[config.mk]
export PLATFORM = sky130hd
export DESIGN_NAME = cop0_tlb_mem
export DESIGN_NICKNAME = d
export VERILOG_FILES = /design/src/cop0_tlb_mem.sv
export SDC_FILE = /design/constraint.sdc
export NUM_CORES = 2
export LEC_CHECK = 0
export BUFFER_PORTS_ARGS = -buffer_cell sky130_fd_sc_hd__buf_2
export CAP_MARGIN = 10
export CORE_MARGIN = 1
export CORE_UTILIZATION = 30
export CTS_CLUSTER_SIZE = 30
export DETAILED_ROUTE_END_ITERATION = 7
export PLACE_DENSITY_LB_ADDON = 0.12
export SYNTH_ARGS = -nofsm -noshare
export SYNTH_HDL_FRONTEND = slang
export SYNTH_MEMORY_MAX_BITS = 65536
export SYNTH_SLANG_ARGS = --single-unit
[constraint.sdc]
create_clock -name clk_i -period 8.55 [get_ports clk_i]
set_clock_uncertainty 0.05 [all_clocks]
set_input_delay 1.71 -clock clk_i [delete_from_list [all_inputs] [get_ports clk_i]]
set_output_delay 1.71 -clock clk_i [all_outputs]
set_load 0.02 [all_outputs]
[src/cop0_tlb_mem.sv]
`timescale 1ns / 1ps
module cop0_tlb_mem #(
  parameter int unsigned TlbEntries = 32,
  parameter int unsigned IdxW = 5
) (
  input  logic            clk_i,
  input  logic            we_i,
  input  logic [IdxW-1:0] waddr_i,
  input  logic [24:0]     wmask_i,
  input  logic [63:0]     whigh_i,
  input  logic [25:0]     wlo0_i,
  input  logic [25:0]     wlo1_i,
  input  logic            wg_i,
  input  logic [IdxW-1:0] raddr_i,
  output logic [24:0]     rmask_o,
  output logic [63:0]     rhigh_o,
  output logic [25:0]     rlo0_o,
  output logic [25:0]     rlo1_o,
  output logic            rg_o
);
  logic [24:0] mask_mem [TlbEntries];
  logic [63:0] high_mem [TlbEntries];
  logic [25:0] lo0_mem  [TlbEntries];
  logic [25:0] lo1_mem  [TlbEntries];
  logic        g_mem    [TlbEntries];

  always_ff @(posedge clk_i) begin
    if (we_i) begin
      mask_mem[waddr_i] <= wmask_i;
      high_mem[waddr_i] <= whigh_i;
      lo0_mem[waddr_i]  <= wlo0_i;
      lo1_mem[waddr_i]  <= wlo1_i;
      g_mem[waddr_i]    <= wg_i;
    end
    rmask_o <= mask_mem[raddr_i];
    rhigh_o <= high_mem[raddr_i];
    rlo0_o  <= lo0_mem[raddr_i];
    rlo1_o  <= lo1_mem[raddr_i];
    rg_o    <= g_mem[raddr_i];
  end
endmodule
==> results.json <==
{
  "end_kind": "flop",
  "hp-class": "flop to flop",
  "pwr-share-comb_pct": 4.4,
  "drtIter0Drc": 7180,
  "clockBufferDepth": 4,
  "power_frac_seq_pct": 51.0,
  "cts_resized": 0,
  "power.density_nw_per_um2": 251,
  "antenna_found_initial": 94,
  "clkPwrFrac_pct": 44.6,
  "netlist_top_cells_area": "edfxtp_1 (79%), mux4_2 (14%), o22ai_1 (1.8%)",
  "holdWs_ns": 0.671,
  "synth.most_common_cell": "edfxtp_1",
  "grt_pass1_vias": 85600,
  "crit_slowest_cell": "nand2b_4",
  "die_height_um": 760,
  "nets": 7931,
  "ios": 296,
  "design_area_um2": 201000,
  "cts-htree-levels": 6,
  "clock_latency_ns": 1.07,
  "fin_crit_sh_pct": 50.3,
  "path_class": "input port to flop",
  "ys_seq_area_share_pct": 80.8,
  "die_x_um": 760,
  "path_clk_slew_ns": 0.06,
  "internal_power_uw": 39400,
  "syn_inst": 7139,
  "fmax_mhz": 232,
  "period_needed_ns": 4.30,
  "ys_seq_elements": 4686,
  "report.final.slew_viol_count": 5,
  "areaGrowthSynthToFinish_pct": 16.7,
  "totalPowerFinal_uw": 50500,
  "path_max_fanout": 37,
  "clock_sinks": 4686,
  "hold_violations": 0,
  "portBuffers": 295,
  "cts_made_buffers": 537,
  "drive_above_1_share_pct": 28.5,
  "wl_per_cell_um": 33.8,
  "ff2ff_path_depth": 3,
  "peakVddDrop_uv": 219,
  "tightest_slew_ns": 1.51,
  "outcome": "complete, but fails checks",
  "ant_nets": 0,
  "crit_path_start_kind": "input port",
  "arrival_ns": 5.19,
  "rsz0062_at_grt": "no",
  "synth.distinct_cells": 28,
  "cp.required_ns": 9.44,
  "post_cts_buffers": 0,
  "grt_max_degree": 122,
  "crit_top_cell": "buf_4",
  "avgSynthCellArea_um2": 24.1,
  "dr.pass1.iters": 7,
  "syn_area_um2": 172000,
  "post_drt_via_cell_ratio": 5.11,
  "violations": "max-slew violations",
  "initial_core_util_pct": 30.1,
  "r2r_setup_slack_ns": 6.76,
  "syn_nets": 7293,
  "p_switching_uw": 11100,
  "yosys.area.top_type": "edfxtp_1",
  "setup_viol": 0,
  "synthTopCellsByCount": "edfxtp_1 (4,544), mux4_2 (1,057), o22ai_1 (492), buf_2 (175), mux2i_1 (152)",
  "std_cell_rows": 278,
  "synth-edff-count": 4544,
  "slew_headroom_pct": -0.707,
  "core_area_um2": 573000,
  "grtUsageTotal_pct": 18.1,
  "hold_buffers": 0,
  "yosysTopAreaCellShare_pct": 79.2,
  "drc": 0,
  "yosys_warnings": 0,
  "grt_overflow": 0,
  "ctsRootBufferMaster": "clkbuf_16",
  "async_reset_ff_share_pct": 0,
  "maxCapViolations": 0,
  "dp_hpwl_um": 268000,
  "wl_um": 534000,
  "swShare_pct": 22.0,
  "slowest_delay_ns": 0.89,
  "critical_path.cell_chain": "buf_2, nand2b_4, buf_4, buf_4, o22ai_1, nor4_1",
  "ys.flop_type": "edfxtp_1",
  "leakage_uw": 0.0619,
  "placed_cell_area_um2": 184000,
  "vias": 80700,
  "place.gp.congestion": 0.702,
  "cts_tree": "done",
  "dieArea_um2": 578000,
  "min_path_cells": 4,
  "grt_pass1_wl_um": 731000
}
-- critical path: cells and delay by family --
family	cells	cell delay (ns)
AND/OR/NAND/NOR	2	1.23
buffers and inverters	3	1.80
AO/OA/AOI/OAI	1	0.19
-- final cells by class --
class,count,area [µm²]
fillers,52800,371000
clock inverters,229,2380
diodes,23,57.6
clock buffers,753,14900
flip-flops and latches,4686,139000
repair buffers,490,3870
well taps,7560,9460
multi-input cells,2062,31100
-- layout by cell type, fill, tap and decap left out, drive strengths merged --
cell / instances
clkinv: 182
nor4: 123
a22oi: 114
or3: 2
o22ai: 492
nand2b: 1
bufinv: 25
and3b: 1
dfxtp: 142
nand3b: 6
edfxtp: 4544
nor2: 36
mux4: 1060
or2: 1
nor2b: 3
nor3b: 1
mux2i: 152
or3b: 4
nand2: 4
and2: 1
clkbuf: 753
nand3: 41
and3: 1
nand4: 19
inv: 18
clkinvlp: 4
diode: 23
buf: 490
-- cell families after synthesis --
logic type             count (synthesis)  synth area share, %
DFF                                 4686                 80.8
muxes                               1212                 14.7
and+or+nand+nor                      244                0.813
buffers and inverters                391                 1.35
AOI/OAI and AO/OA                    606                 2.28
-- sequential cells by signal (all words and copies together) (netlist names) --
name	count
rg_o	1
rmask_o	25
high_mem	2048
rlo1_o	26
rhigh_o	64
rlo0_o	26
lo0_mem	832
g_mem	32
mask_mem	800
lo1_mem	832
-- stage by stage --
step	setup WS, ns	cells	util [%]	TNS (ns)
global route	4.16	15800	35.1	0
global placement	3.18	14800	32.1	0
finish	4.25	15800	35.1	0
detailed placement	3.22	14800	32.1	0
CTS	4.33	15800	35.1	0
floorplan	-0.416	7139	-	-910.10
-- power groups by stage --
stage | Sequential [µW] | Clock, µW | Combinational, µW
floorplan | 26200 | 0 | 1120
global placement | 26200 | 0 | 2260
detailed placement | 26300 | 0 | 2280
CTS | 25800 | 23100 | 2290
global route | 25800 | 23900 | 2370
finish | 25800 | 22500 | 2210
-- final timing paths --
kind                     end           start
hold / removal    rlo0_o[19]  lo0_mem[1][19]
hold reg to reg   rlo0_o[19]  lo0_mem[1][19]
setup / recovery   rlo1_o[1]      raddr_i[3]
setup reg to reg  rmask_o[4]  mask_mem[7][4]
-- metal layers --
metal,up-vias,part of all wire (%),track usage [%]
met5,-,0.051,0
met4,42,1.7,3.25
met3,686,4.5,2.76
met2,1958,50,31.1
met1,45500,44,24.6
li1,32500,-,-
(Power assumes the default switching activity.)
